**config.mk**
```make
export PLATFORM = sky130hd
export DESIGN_NAME = gf2_quadratic_system_gray_search_flat
export DESIGN_NICKNAME = d
export VERILOG_FILES = /design/src/design/gqs_pkg.sv /design/src/design/gqs_if.sv /design/src/design/gf2_quadratic_system_gray_search.sv /design/src/flat_wrapper.sv
export SDC_FILE = /design/constraint.sdc
export NUM_CORES = 2
export LEC_CHECK = 0
export BUFFER_PORTS_ARGS = -buffer_cell sky130_fd_sc_hd__buf_2
export CAP_MARGIN = 5
export CELL_PAD_IN_SITES_DETAIL_PLACEMENT = 1
export CELL_PAD_IN_SITES_GLOBAL_PLACEMENT = 2
export CORE_ASPECT_RATIO = 0.6
export CORE_MARGIN = 5
export CORE_UTILIZATION = 45
export DETAILED_ROUTE_END_ITERATION = 10
export GPL_ROUTABILITY_DRIVEN = 0
export PLACE_DENSITY_LB_ADDON = 0.1
export SLEW_MARGIN = 10
export SYNTH_ARGS = -nofsm -noshare
export SYNTH_HDL_FRONTEND = slang
export SYNTH_SLANG_ARGS = --single-unit
```
**constraint.sdc**
```tcl
create_clock -name i_clk -period 7.3 [get_ports i_clk]
set_input_delay 1.46 -clock i_clk [delete_from_list [all_inputs] [get_ports i_clk]]
set_output_delay 1.46 -clock i_clk [all_outputs]
set_load 0.05 [all_outputs]
```
**src/design/gqs_pkg.sv**
```systemverilog
// Shared types and codes for the GF(2) quadratic system Gray-code search.
`timescale 1ns / 1ps
`default_nettype none

package gqs_pkg;

    typedef logic [2:0] t_kind;
    typedef logic [3:0] t_var;
    typedef logic [9:0] t_coeff;
    typedef logic [9:0] t_point;
    typedef logic [3:0] t_num_vars;

    localparam t_kind KIND_LOAD_CONST = 3'd0;
    localparam t_kind KIND_LOAD_LIN   = 3'd1;
    localparam t_kind KIND_LOAD_QUAD  = 3'd2;
    localparam t_kind KIND_START      = 3'd3;
    localparam t_kind KIND_STEP       = 3'd4;

    localparam t_num_vars NUM_VARS_RESET = 4'd10;

endpackage

`default_nettype wire

```
**src/design/gqs_if.sv**
```systemverilog
// Valid/ready channel interfaces for command items and search results.
`timescale 1ns / 1ps
`default_nettype none

interface gqs_in_if import gqs_pkg::*; ();
    logic   valid;
    logic   ready;
    t_kind  kind;
    t_var   var_hi;
    t_var   var_lo;
    t_coeff coeff_word;

    modport source (output valid, kind, var_hi, var_lo, coeff_word, input ready);
    modport sink   (input valid, kind, var_hi, var_lo, coeff_word, output ready);
endinterface

interface gqs_out_if import gqs_pkg::*; ();
    logic   valid;
    logic   ready;
    t_point point;
    logic   is_root;
    logic   is_last;

    modport source (output valid, point, is_root, is_last, input ready);
    modport sink   (input valid, point, is_root, is_last, output ready);
endinterface

`default_nettype wire

```
**src/design/gf2_quadratic_system_gray_search.sv**
```systemverilog
// Top level of the Gray-code exhaustive root search for quadratic systems over GF(2).
//
// Usage: command items arrive on i_in (valid/ready). Load items write the
// constant word, a linear word or a lower-triangle quadratic word. A start
// item rebuilds the first-difference memory from the linear words and the
// quadratic subdiagonal, one entry per cycle; i_in.ready stays low until the
// rebuild is done. Each step item of a running search produces one result on
// o_res: the current Gray point, the root flag (every polynomial zero) and
// the last-point flag. A step that is not the last reads the second-difference
// and the first-difference memory in its transfer cycle; the next cycle writes
// the updated first difference back and folds it into the parity word. No item
// is taken meanwhile, so back-to-back steps wait on this read-modify-write of
// the first-difference memory. The result leaves through an output register,
// valid in the cycle after the step transfer.
// A stalled receiver holds the result register; further items wait until the
// result is taken (or is taken in the same cycle). Steps outside a search,
// and unknown kinds, are dropped without a result.
// Reset: a clearing pass zeroes both memories with i_in.ready low; the APB
// port takes num_vars writes throughout.
`timescale 1ns / 1ps
`default_nettype none

module gf2_quadratic_system_gray_search import gqs_pkg::*; #(
    parameter int MAX_VARS  = 10,
    parameter int NUM_POLYS = 10
) (
    input  wire          i_clk,
    input  wire          i_rst_n,
    gqs_in_if.sink       i_in,
    gqs_out_if.source    o_res,
    input  wire          psel,
    input  wire          penable,
    input  wire          pwrite,
    input  wire  [2:0]   paddr,
    input  wire  [31:0]  pwdata,
    output logic [31:0]  prdata,
    output logic         pready
);

    localparam int VW       = $clog2(MAX_VARS);
    localparam int SD_DEPTH = MAX_VARS * MAX_VARS;
    localparam int SD_AW    = $clog2(SD_DEPTH);
    localparam int NV_W     = $clog2(MAX_VARS + 1);

    localparam logic ADDR_NUM_VARS = 1'b0;

    localparam logic [2:0] S_CLEAR     = 3'd0;
    localparam logic [2:0] S_IDLE      = 3'd1;
    localparam logic [2:0] S_BUILD     = 3'd2;
    localparam logic [2:0] S_BUILD_END = 3'd3;
    localparam logic [2:0] S_STEP2     = 3'd4;

    // Index of the single set bit of a one-hot word.
    function automatic logic [VW-1:0] onehot_to_index(input logic [MAX_VARS-1:0] oh);
        logic [VW-1:0] idx;
        idx = '0;
        for (int i = 0; i < MAX_VARS; i++) begin
            if (oh[i]) idx = idx | VW'(i);
        end
        return idx;
    endfunction

    // Control state.
    logic [2:0]           r_state, n_state;
    logic [SD_AW-1:0]     r_idx, n_idx;
    logic                 r_busy;
    t_num_vars            r_num_vars;
    logic [MAX_VARS-1:0]  r_cnt;
    logic [NUM_POLYS-1:0] r_parity;
    logic [NUM_POLYS-1:0] r_const;
    logic [NUM_POLYS-1:0] r_lin [MAX_VARS];
    logic [VW-1:0]        r_k1;
    logic                 r_k2v;

    // Result register.
    logic                 r_out_valid;
    t_point               r_point;
    logic                 r_is_root;
    logic                 r_is_last;

    // Difference memories and their registered read data.
    logic [NUM_POLYS-1:0] r_sd_mem [SD_DEPTH];
    logic [NUM_POLYS-1:0] r_fd_mem [MAX_VARS];
    logic [NUM_POLYS-1:0] r_sd_rdata;
    logic [NUM_POLYS-1:0] r_fd_rdata;

    // ---------------------------------------------------------------
    // Input decode
    // ---------------------------------------------------------------
    logic                 in_acc;
    logic [31:0]          word_ext;
    logic [NUM_POLYS-1:0] in_word;
    logic                 lin_ok;
    logic                 quad_ok;
    logic [SD_AW-1:0]     quad_addr;
    logic                 is_step;

    assign i_in.ready = (r_state == S_IDLE) && (!r_out_valid || o_res.ready);
    assign in_acc     = i_in.valid && i_in.ready;
    assign word_ext   = 32'(i_in.coeff_word);
    assign in_word    = word_ext[NUM_POLYS-1:0];
    assign lin_ok     = 32'(i_in.var_hi) < MAX_VARS;
    assign quad_ok    = lin_ok && (i_in.var_lo < i_in.var_hi);
    assign quad_addr  = SD_AW'(i_in.var_hi) * SD_AW'(MAX_VARS) + SD_AW'(i_in.var_lo);
    assign is_step    = in_acc && (i_in.kind == KIND_STEP) && r_busy;

    // ---------------------------------------------------------------
    // Step evaluation: end test, Gray point, next difference indexes
    // ---------------------------------------------------------------
    logic [NV_W-1:0]      vars_used;
    logic [MAX_VARS-1:0]  last_mask;
    logic                 at_end;
    logic [MAX_VARS-1:0]  gray;
    logic [31:0]          gray_ext;
    logic [MAX_VARS-1:0]  cnt_next;
    logic [MAX_VARS-1:0]  rest;
    logic [VW-1:0]        k1;
    logic [VW-1:0]        k2;
    logic                 k2_valid;

    always_comb begin
        if (r_num_vars == '0) begin
            vars_used = NV_W'(1);
        end else if (32'(r_num_vars) > MAX_VARS) begin
            vars_used = NV_W'(MAX_VARS);
        end else begin
            vars_used = NV_W'(r_num_vars);
        end
        for (int b = 0; b < MAX_VARS; b++) begin
            last_mask[b] = b < 32'(vars_used);
        end
    end

    assign at_end   = r_cnt >= last_mask;
    assign gray     = r_cnt ^ (r_cnt >> 1);
    assign gray_ext = 32'(gray);
    assign cnt_next = r_cnt + MAX_VARS'(1);
    assign rest     = cnt_next & (cnt_next - MAX_VARS'(1));
    assign k1       = onehot_to_index(cnt_next & (~cnt_next + MAX_VARS'(1)));
    assign k2       = onehot_to_index(rest & (~rest + MAX_VARS'(1)));
    assign k2_valid = rest != '0;

    // ---------------------------------------------------------------
    // Memory port control
    // ---------------------------------------------------------------
    logic                 sd_we;
    logic [SD_AW-1:0]     sd_waddr;
    logic [NUM_POLYS-1:0] sd_wdata;
    logic                 sd_re;
    logic [SD_AW-1:0]     sd_raddr;
    logic                 fd_we;
    logic [VW-1:0]        fd_waddr;
    logic [NUM_POLYS-1:0] fd_wdata;
    logic                 fd_re;
    logic [SD_AW-1:0]     bidx_m1;
    logic [VW-1:0]        build_widx;
    logic [NUM_POLYS-1:0] step_fd;

    assign bidx_m1    = r_idx - SD_AW'(1);
    assign build_widx = bidx_m1[VW-1:0];
    assign step_fd    = r_fd_rdata ^ (r_k2v ? r_sd_rdata : '0);
    assign fd_re      = is_step && !at_end;

    always_comb begin
        // Second differences: clearing pass or quadratic loads.
        sd_we    = 1'b0;
        sd_waddr = quad_addr;
        sd_wdata = in_word;
        if (r_state == S_CLEAR) begin
            sd_we    = 1'b1;
            sd_waddr = r_idx;
            sd_wdata = '0;
        end else if (in_acc && (i_in.kind == KIND_LOAD_QUAD) && quad_ok) begin
            sd_we = 1'b1;
        end

        // One read: subdiagonal during the build, step entry otherwise.
        sd_re    = 1'b0;
        sd_raddr = SD_AW'(k2) * SD_AW'(MAX_VARS) + SD_AW'(k1);
        if (r_state == S_BUILD) begin
            sd_re    = 1'b1;
            sd_raddr = (r_idx == '0) ? '0 : r_idx * SD_AW'(MAX_VARS) + bidx_m1;
        end else if (fd_re && k2_valid) begin
            sd_re = 1'b1;
        end

        // First differences: clear, build write-back, step write-back.
        fd_we    = 1'b0;
        fd_waddr = r_k1;
        fd_wdata = step_fd;
        case (r_state)
            S_CLEAR: begin
                fd_we    = 32'(r_idx) < MAX_VARS;
                fd_waddr = r_idx[VW-1:0];
                fd_wdata = '0;
            end
            S_BUILD, S_BUILD_END: begin
                fd_we    = (r_state == S_BUILD_END) || (r_idx != '0);
                fd_waddr = build_widx;
                fd_wdata = r_lin[build_widx] ^ ((build_widx == '0) ? '0 : r_sd_rdata);
            end
            S_STEP2: begin
                fd_we = 1'b1;
            end
            default: begin
                fd_we = 1'b0;
            end
        endcase
    end

    always_ff @(posedge i_clk) begin
        if (sd_we) r_sd_mem[sd_waddr] <= sd_wdata;
        if (sd_re) r_sd_rdata <= r_sd_mem[sd_raddr];
        if (fd_we) r_fd_mem[fd_waddr] <= fd_wdata;
        if (fd_re) r_fd_rdata <= r_fd_mem[k1];
    end

    // ---------------------------------------------------------------
    // Sequencer
    // ---------------------------------------------------------------
    always_comb begin
        n_state = r_state;
        n_idx   = r_idx;
        case (r_state)
            S_CLEAR: begin
                n_idx = r_idx + SD_AW'(1);
                if (r_idx == SD_AW'(SD_DEPTH - 1)) begin
                    n_state = S_IDLE;
                    n_idx   = '0;
                end
            end
            S_IDLE: begin
                if (in_acc && (i_in.kind == KIND_START)) begin
                    n_state = S_BUILD;
                    n_idx   = '0;
                end else if (fd_re) begin
                    n_state = S_STEP2;
                end
            end
            S_BUILD: begin
                n_idx = r_idx + SD_AW'(1);
                if (r_idx == SD_AW'(MAX_VARS - 1)) n_state = S_BUILD_END;
            end
            S_BUILD_END: begin
                n_state = S_IDLE;
            end
            S_STEP2: begin
                n_state = S_IDLE;
            end
            default: begin
                n_state = S_IDLE;
            end
        endcase
    end

    always_ff @(posedge i_clk) begin
        if (!i_rst_n) begin
            r_state     <= S_CLEAR;
            r_idx       <= '0;
            r_busy      <= 1'b0;
            r_num_vars  <= NUM_VARS_RESET;
            r_cnt       <= '0;
            r_parity    <= '0;
            r_const     <= '0;
            r_out_valid <= 1'b0;
            for (int k = 0; k < MAX_VARS; k++) r_lin[k] <= '0;
        end else begin
            r_state <= n_state;
            r_idx   <= n_idx;

            // Register writes are taken in every state.
            if (psel && penable && pwrite && pready && (paddr[2] == ADDR_NUM_VARS)) begin
                r_num_vars <= pwdata[3:0];
            end

            if (in_acc && (i_in.kind == KIND_LOAD_CONST)) r_const <= in_word;
            if (in_acc && (i_in.kind == KIND_LOAD_LIN) && lin_ok) begin
                r_lin[VW'(i_in.var_hi)] <= in_word;
            end

            if (in_acc && (i_in.kind == KIND_START)) begin
                r_parity <= r_const;
                r_cnt    <= '0;
                r_busy   <= 1'b1;
            end

            // Step: end the search on the last point, else advance the counter.
            if (is_step) begin
                if (at_end) begin
                    r_busy <= 1'b0;
                end else begin
                    r_cnt <= cnt_next;
                end
            end

            if (r_state == S_STEP2) r_parity <= r_parity ^ step_fd;

            // Hold the result until transfer; a new one may replace it at once.
            if (is_step) begin
                r_out_valid <= 1'b1;
            end else if (o_res.ready) begin
                r_out_valid <= 1'b0;
            end
        end
    end

    // Step bookkeeping and result payload.
    always_ff @(posedge i_clk) begin
        if (fd_re) begin
            r_k1  <= k1;
            r_k2v <= k2_valid;
        end
        if (is_step) begin
            r_point   <= gray_ext[9:0];
            r_is_root <= r_parity == '0;
            r_is_last <= at_end;
        end
    end

    assign o_res.valid   = r_out_valid;
    assign o_res.point   = r_point;
    assign o_res.is_root = r_is_root;
    assign o_res.is_last = r_is_last;

    // ---------------------------------------------------------------
    // Configuration read-back
    // ---------------------------------------------------------------
    assign pready = 1'b1;
    assign prdata = (paddr[2] == ADDR_NUM_VARS) ? 32'(r_num_vars) : '0;

    // ---------------------------------------------------------------
    // Assertions
    // ---------------------------------------------------------------
    a_step_writeback: assert property (@(posedge i_clk) disable iff (!i_rst_n)
        (r_state == S_STEP2) |=> (r_state == S_IDLE))
        else $error("step write-back did not return to idle");

    a_step_enters_wb: assert property (@(posedge i_clk) disable iff (!i_rst_n)
        (is_step && !at_end) |=> (r_state == S_STEP2) && r_out_valid && !r_is_last)
        else $error("advancing step missed its write-back cycle");

    a_result_from_search: assert property (@(posedge i_clk) disable iff (!i_rst_n)
        $rose(r_out_valid) |-> $past(r_busy))
        else $error("result produced outside a search");

    a_last_ends_search: assert property (@(posedge i_clk) disable iff (!i_rst_n)
        (r_out_valid && r_is_last) |-> !r_busy)
        else $error("search still running after the last point");

    a_build_done: assert property (@(posedge i_clk) disable iff (!i_rst_n)
        (r_state == S_BUILD_END) |=> (r_state == S_IDLE) && r_busy)
        else $error("build finished without an active search");

endmodule

`default_nettype wire

```
**src/flat_wrapper.sv**
```systemverilog
// flat-port wrapper written by rule: the top's interface ports become plain ports
module gf2_quadratic_system_gray_search_flat import gqs_pkg::*;
#(
    parameter int MAX_VARS  = 10,
    parameter int NUM_POLYS = 10
)
  (i_clk, i_rst_n, psel, penable, pwrite, paddr, pwdata, prdata, pready, i_in_valid, i_in_kind, i_in_var_hi, i_in_var_lo, i_in_coeff_word, i_in_ready, o_res_valid, o_res_point, o_res_is_root, o_res_is_last, o_res_ready);
  gqs_in_if i_in_i ();
  gqs_out_if o_res_i ();
  input  wire i_clk;
  input  wire i_rst_n;
  input  wire psel;
  input  wire penable;
  input  wire pwrite;
  input  wire  [2:0] paddr;
  input  wire  [31:0] pwdata;
  output logic [31:0] prdata;
  output logic pready;
  input wire logic [$bits(i_in_i.valid)-1:0] i_in_valid;
  input wire logic [$bits(i_in_i.kind)-1:0] i_in_kind;
  input wire logic [$bits(i_in_i.var_hi)-1:0] i_in_var_hi;
  input wire logic [$bits(i_in_i.var_lo)-1:0] i_in_var_lo;
  input wire logic [$bits(i_in_i.coeff_word)-1:0] i_in_coeff_word;
  output wire logic [$bits(i_in_i.ready)-1:0] i_in_ready;
  output wire logic [$bits(o_res_i.valid)-1:0] o_res_valid;
  output wire logic [$bits(o_res_i.point)-1:0] o_res_point;
  output wire logic [$bits(o_res_i.is_root)-1:0] o_res_is_root;
  output wire logic [$bits(o_res_i.is_last)-1:0] o_res_is_last;
  input wire logic [$bits(o_res_i.ready)-1:0] o_res_ready;
  assign i_in_i.valid = i_in_valid;
  assign i_in_i.kind = i_in_kind;
  assign i_in_i.var_hi = i_in_var_hi;
  assign i_in_i.var_lo = i_in_var_lo;
  assign i_in_i.coeff_word = i_in_coeff_word;
  assign i_in_ready = i_in_i.ready;
  assign o_res_valid = o_res_i.valid;
  assign o_res_point = o_res_i.point;
  assign o_res_is_root = o_res_i.is_root;
  assign o_res_is_last = o_res_i.is_last;
  assign o_res_i.ready = o_res_ready;
  gf2_quadratic_system_gray_search #(.MAX_VARS(MAX_VARS), .NUM_POLYS(NUM_POLYS)) u_core (.i_clk(i_clk), .i_rst_n(i_rst_n), .i_in(i_in_i), .o_res(o_res_i), .psel(psel), .penable(penable), .pwrite(pwrite), .paddr(paddr), .pwdata(pwdata), .prdata(prdata), .pready(pready));
endmodule
```
==> flow_summary.toml <==
[routing]
drc = 0
drt_iter0_markers = 4782
via_per_inst = 6.175
avgRoutedWirePerCell_um = 30.69
drtAntennaViolNets = 0
drt_pass1_iterations = 6
num_vias = 38440
wirelength_um = 191000

[power_and_ir_drop]
internal_power_mw = 12.25
power_density_nw_per_um2 = 243.8
swShare = 0.2273
p_leak_nw = 22.85
combPwrFrac = 0.043
p_seq_frac = 0.532
clock_power_share = 0.424
power.switching_mw = 3.601
ir_drop_v = 0.0002560
power_mw = 15.85

[clock_tree]
clock_sinks = 1343
worstSkewPairLatency_ns = 0.78
clockRootBuffer = "clkbuf_16"
cts_buffers = 131
hold_buffers = 0
tritoncts = "done"
clockBufferDepth = 3
cts_max_level = 4
cts.clk_slew.worst_paths_ns = 0.06

[worst_setup_path]
slowest_stage = "fa_1"
crit_arrival_ns = 7.39
start_kind = "register"
cp_max_fo = 16
worstPathRequired_ns = 7.78
crit_type = "reg -> reg"
cp_slowest_stage_delay_ns = 0.87
cp-end-kind = "register"
path_cells = "ha_1 > nand4_1 > xnor2_1 > maj3_1 > nor3_1 > nor2_1 > o311ai_0 > ha_1 > inv_1 > fa_1 > nand3_1 > o21a_2 > nor2_1 > nand2_1 > buf_4 > o2bb2ai_1 > nor4_1 > a32o_1 > nor4b_1 > nor4_1"

[global_routing]
track_usage = 0.2774
grt_pass1_wl_um = 272900
grt-ovfl-total = 0
antenna_found_initial = 8
grt_pass1_vias = 37620
grt_max_degree = 91

[die]
die_x_um = 472.0
io_pins = 110
die_area_sq_um = 135600
die_h_um = 287.2
core-area_sq_um = 126900
rows = 101
start_util = 0.4543

[logic_synthesis]
syn_inst = 4243
synth-main-ff-cell = "edfxtp_1"
ys_seq_elements = 1343
synth-edff-count = 1297
netlist_area_sq_um = 57640
ys_seq_area_frac = 0.6917
avgSynthCellArea_sq_um = 13.58
async_flop_share = 0
synth.distinct_cells = 101
ys_warn_count = 0

[timing]
post-route-min-period_ns = 6.905
final-max-slew-violation-count = 0
relSlewSlack = 0.07988
tightest_slew_ns = 1.380
finalWorstSetupSlack_ns = 0.3955
rsz0062_at_grt = "false"
finalSetupViolCount = 0
fin_skew_ns = 0.03587
fmax_mhz = 144.8
fin_crit_sh = 0.9458
tns_ns = 0
hold_violations = 0

[final_layout]
fin_area_sq_um = 64990
fin_nets = 4540
drive_above_1_share = 0.1307
area_growth_pct = 12.76

[job]
maxCapViolations = 0

[placed_design]
hpwlAfterDp_um = 126000
dpl_cell_area_sq_um = 60780
io_buffer_count = 50
dpl_worst_slack_ns = 0.4451

[status]
status = "complete, no violations"

[min_path]
hold_path.class = "reg -> reg"
timing repair:
action / in CTS / in global routing
setup buffers: 0 / 2
resized for setup: 0 / 1
setup endpoints to repair: 0 / 2
hold endpoints to repair: 0 / 0
layout by cell type (no fill, tap or decap), drive strengths merged, types with 90 or more instances in the layout:
master,n
a21oi,102
buf,251
clkbuf,158
conb,90
edfxtp,1297
mux2i,122
nand2,612
nand3,155
nor2,355
o21ai,99
o22ai,118
kinds of logic after synthesis:
logic type,Yosys count,synth area share
flip-flops,1343,0.6917
AND/OR/NAND/NOR,1419,0.1100
XOR/XNOR,57,0.009052
AO/OA/AOI/OAI,793,0.09916
buffers and inverters,367,0.02985
other,2,0.0001303
adder cells (fa/ha/maj),55,0.01255
multiplexers,207,0.04756
cells in the mapped netlist (all sizes together) (46+ instances only):
cell | n | share of area
inv | 75 | 0.0049
a31oi | 75 | 0.0084
mux2i | 122 | 0.021
dfxtp | 46 | 0.016
buf | 148 | 0.016
nor2 | 355 | 0.023
mux4 | 50 | 0.020
o21ai | 99 | 0.0087
nor3 | 77 | 0.0070
ha | 49 | 0.011
clkbuf | 144 | 0.0094
o22ai | 118 | 0.013
edfxtp | 1297 | 0.68
nand2 | 612 | 0.040
nand3 | 155 | 0.014
a21oi | 102 | 0.0091
layer usage:
layer  up-vias  global-route usage  wire, um
li1      16520                   -         -
met1     20030              0.4401     90730
met2      1665              0.3725     76510
met3       227             0.08118     20320
met4         2             0.06045      3470
met5         -                   0         7
per-stage QoR:
| stage | utilization | cells | hold WS (ns) |
|---|---|---|---|
| floorplan | - | 4331 | 0.4806 |
| global placement | 0.4790 | 5986 | 0.4986 |
| detailed placement | 0.4790 | 5986 | 0.5105 |
| CTS | 0.5119 | 6219 | 0.5201 |
| global route | 0.5122 | 6222 | 0.5409 |
| finish | 0.5122 | 6225 | 0.5183 |
sequential cells by signal, indices dropped and copies added (netlist names):
| signal | count |
|---|---|
| u_core.r_const | 10 |
| u_core.r_cnt | 10 |
| u_core.r_busy | 1 |
| u_core.r_sd_mem | 1000 |
| u_core.o_res.is_root | 1 |
| u_core.r_lin | 160 |
| u_core.r_idx | 7 |
| u_core.r_state | 3 |
| u_core.r_fd_rdata | 10 |
| u_core.r_parity | 10 |
| u_core.o_res.point | 10 |
| u_core.r_num_vars | 4 |
| u_core.r_fd_mem | 100 |
| u_core.o_res.is_last | 1 |
| u_core.o_res.valid | 1 |
| u_core.r_sd_rdata | 10 |
| u_core.r_k1 | 4 |
| u_core.r_k2v | 1 |
power by group through the flow:
| stage | clock network (mW) | registers [mW] | logic, mW |
|---|---|---|---|
| finish | 6.72 | 8.44 | 0.687 |
| global route | 7.19 | 8.44 | 0.727 |
| CTS | 6.84 | 8.44 | 0.677 |
| detailed placement | 0 | 8.60 | 0.673 |
| global placement | 0 | 8.60 | 0.667 |
| floorplan | 0 | 8.59 | 0.410 |
worst max-delay path, delay by kind of cell, from the launching register on:
family          cells  cell delay, ns
compound gates      4            1.31
xor+xnor            1            0.29
fa+ha+maj           4            1.90
buf+inv             2            0.44
flops               1            0.47
simple gates        9            2.19
worst paths after layout:
path | from | endpoint | slack, ns | depth (start not counted)
max | u_core.r_cnt[1]$_SDFF_PN0_ | u_core.r_sd_rdata[5]$_DFFE_PP_ | 0.40 | 20
min | u_core.r_parity[7]$_SDFFE_PN0P_ | u_core.r_parity[7]$_SDFFE_PN0P_ | 0.52 | 2
max reg2reg | u_core.r_cnt[1]$_SDFF_PN0_ | u_core.r_sd_rdata[5]$_DFFE_PP_ | 0.40 | 20
min reg2reg | u_core.r_parity[7]$_SDFFE_PN0P_ | u_core.r_parity[7]$_SDFFE_PN0P_ | 0.52 | 2
cell type report:
| cell class | count | area, sq um |
|---|---|---|
| Antenna cell | 3 | 7.507 |
| Multi-Input combinational cell | 2621 | 16630 |
| Fill cell | 12470 | 61880 |
| Sequential cell | 1343 | 39870 |
| Tap cell | 1699 | 2126 |
| Inverter | 75 | 281.5 |
| Clock buffer | 158 | 3379 |
| Clock inverter | 75 | 793.3 |
| Timing Repair Buffer | 251 | 1901 |
Power figures use the tool's default switching activity.
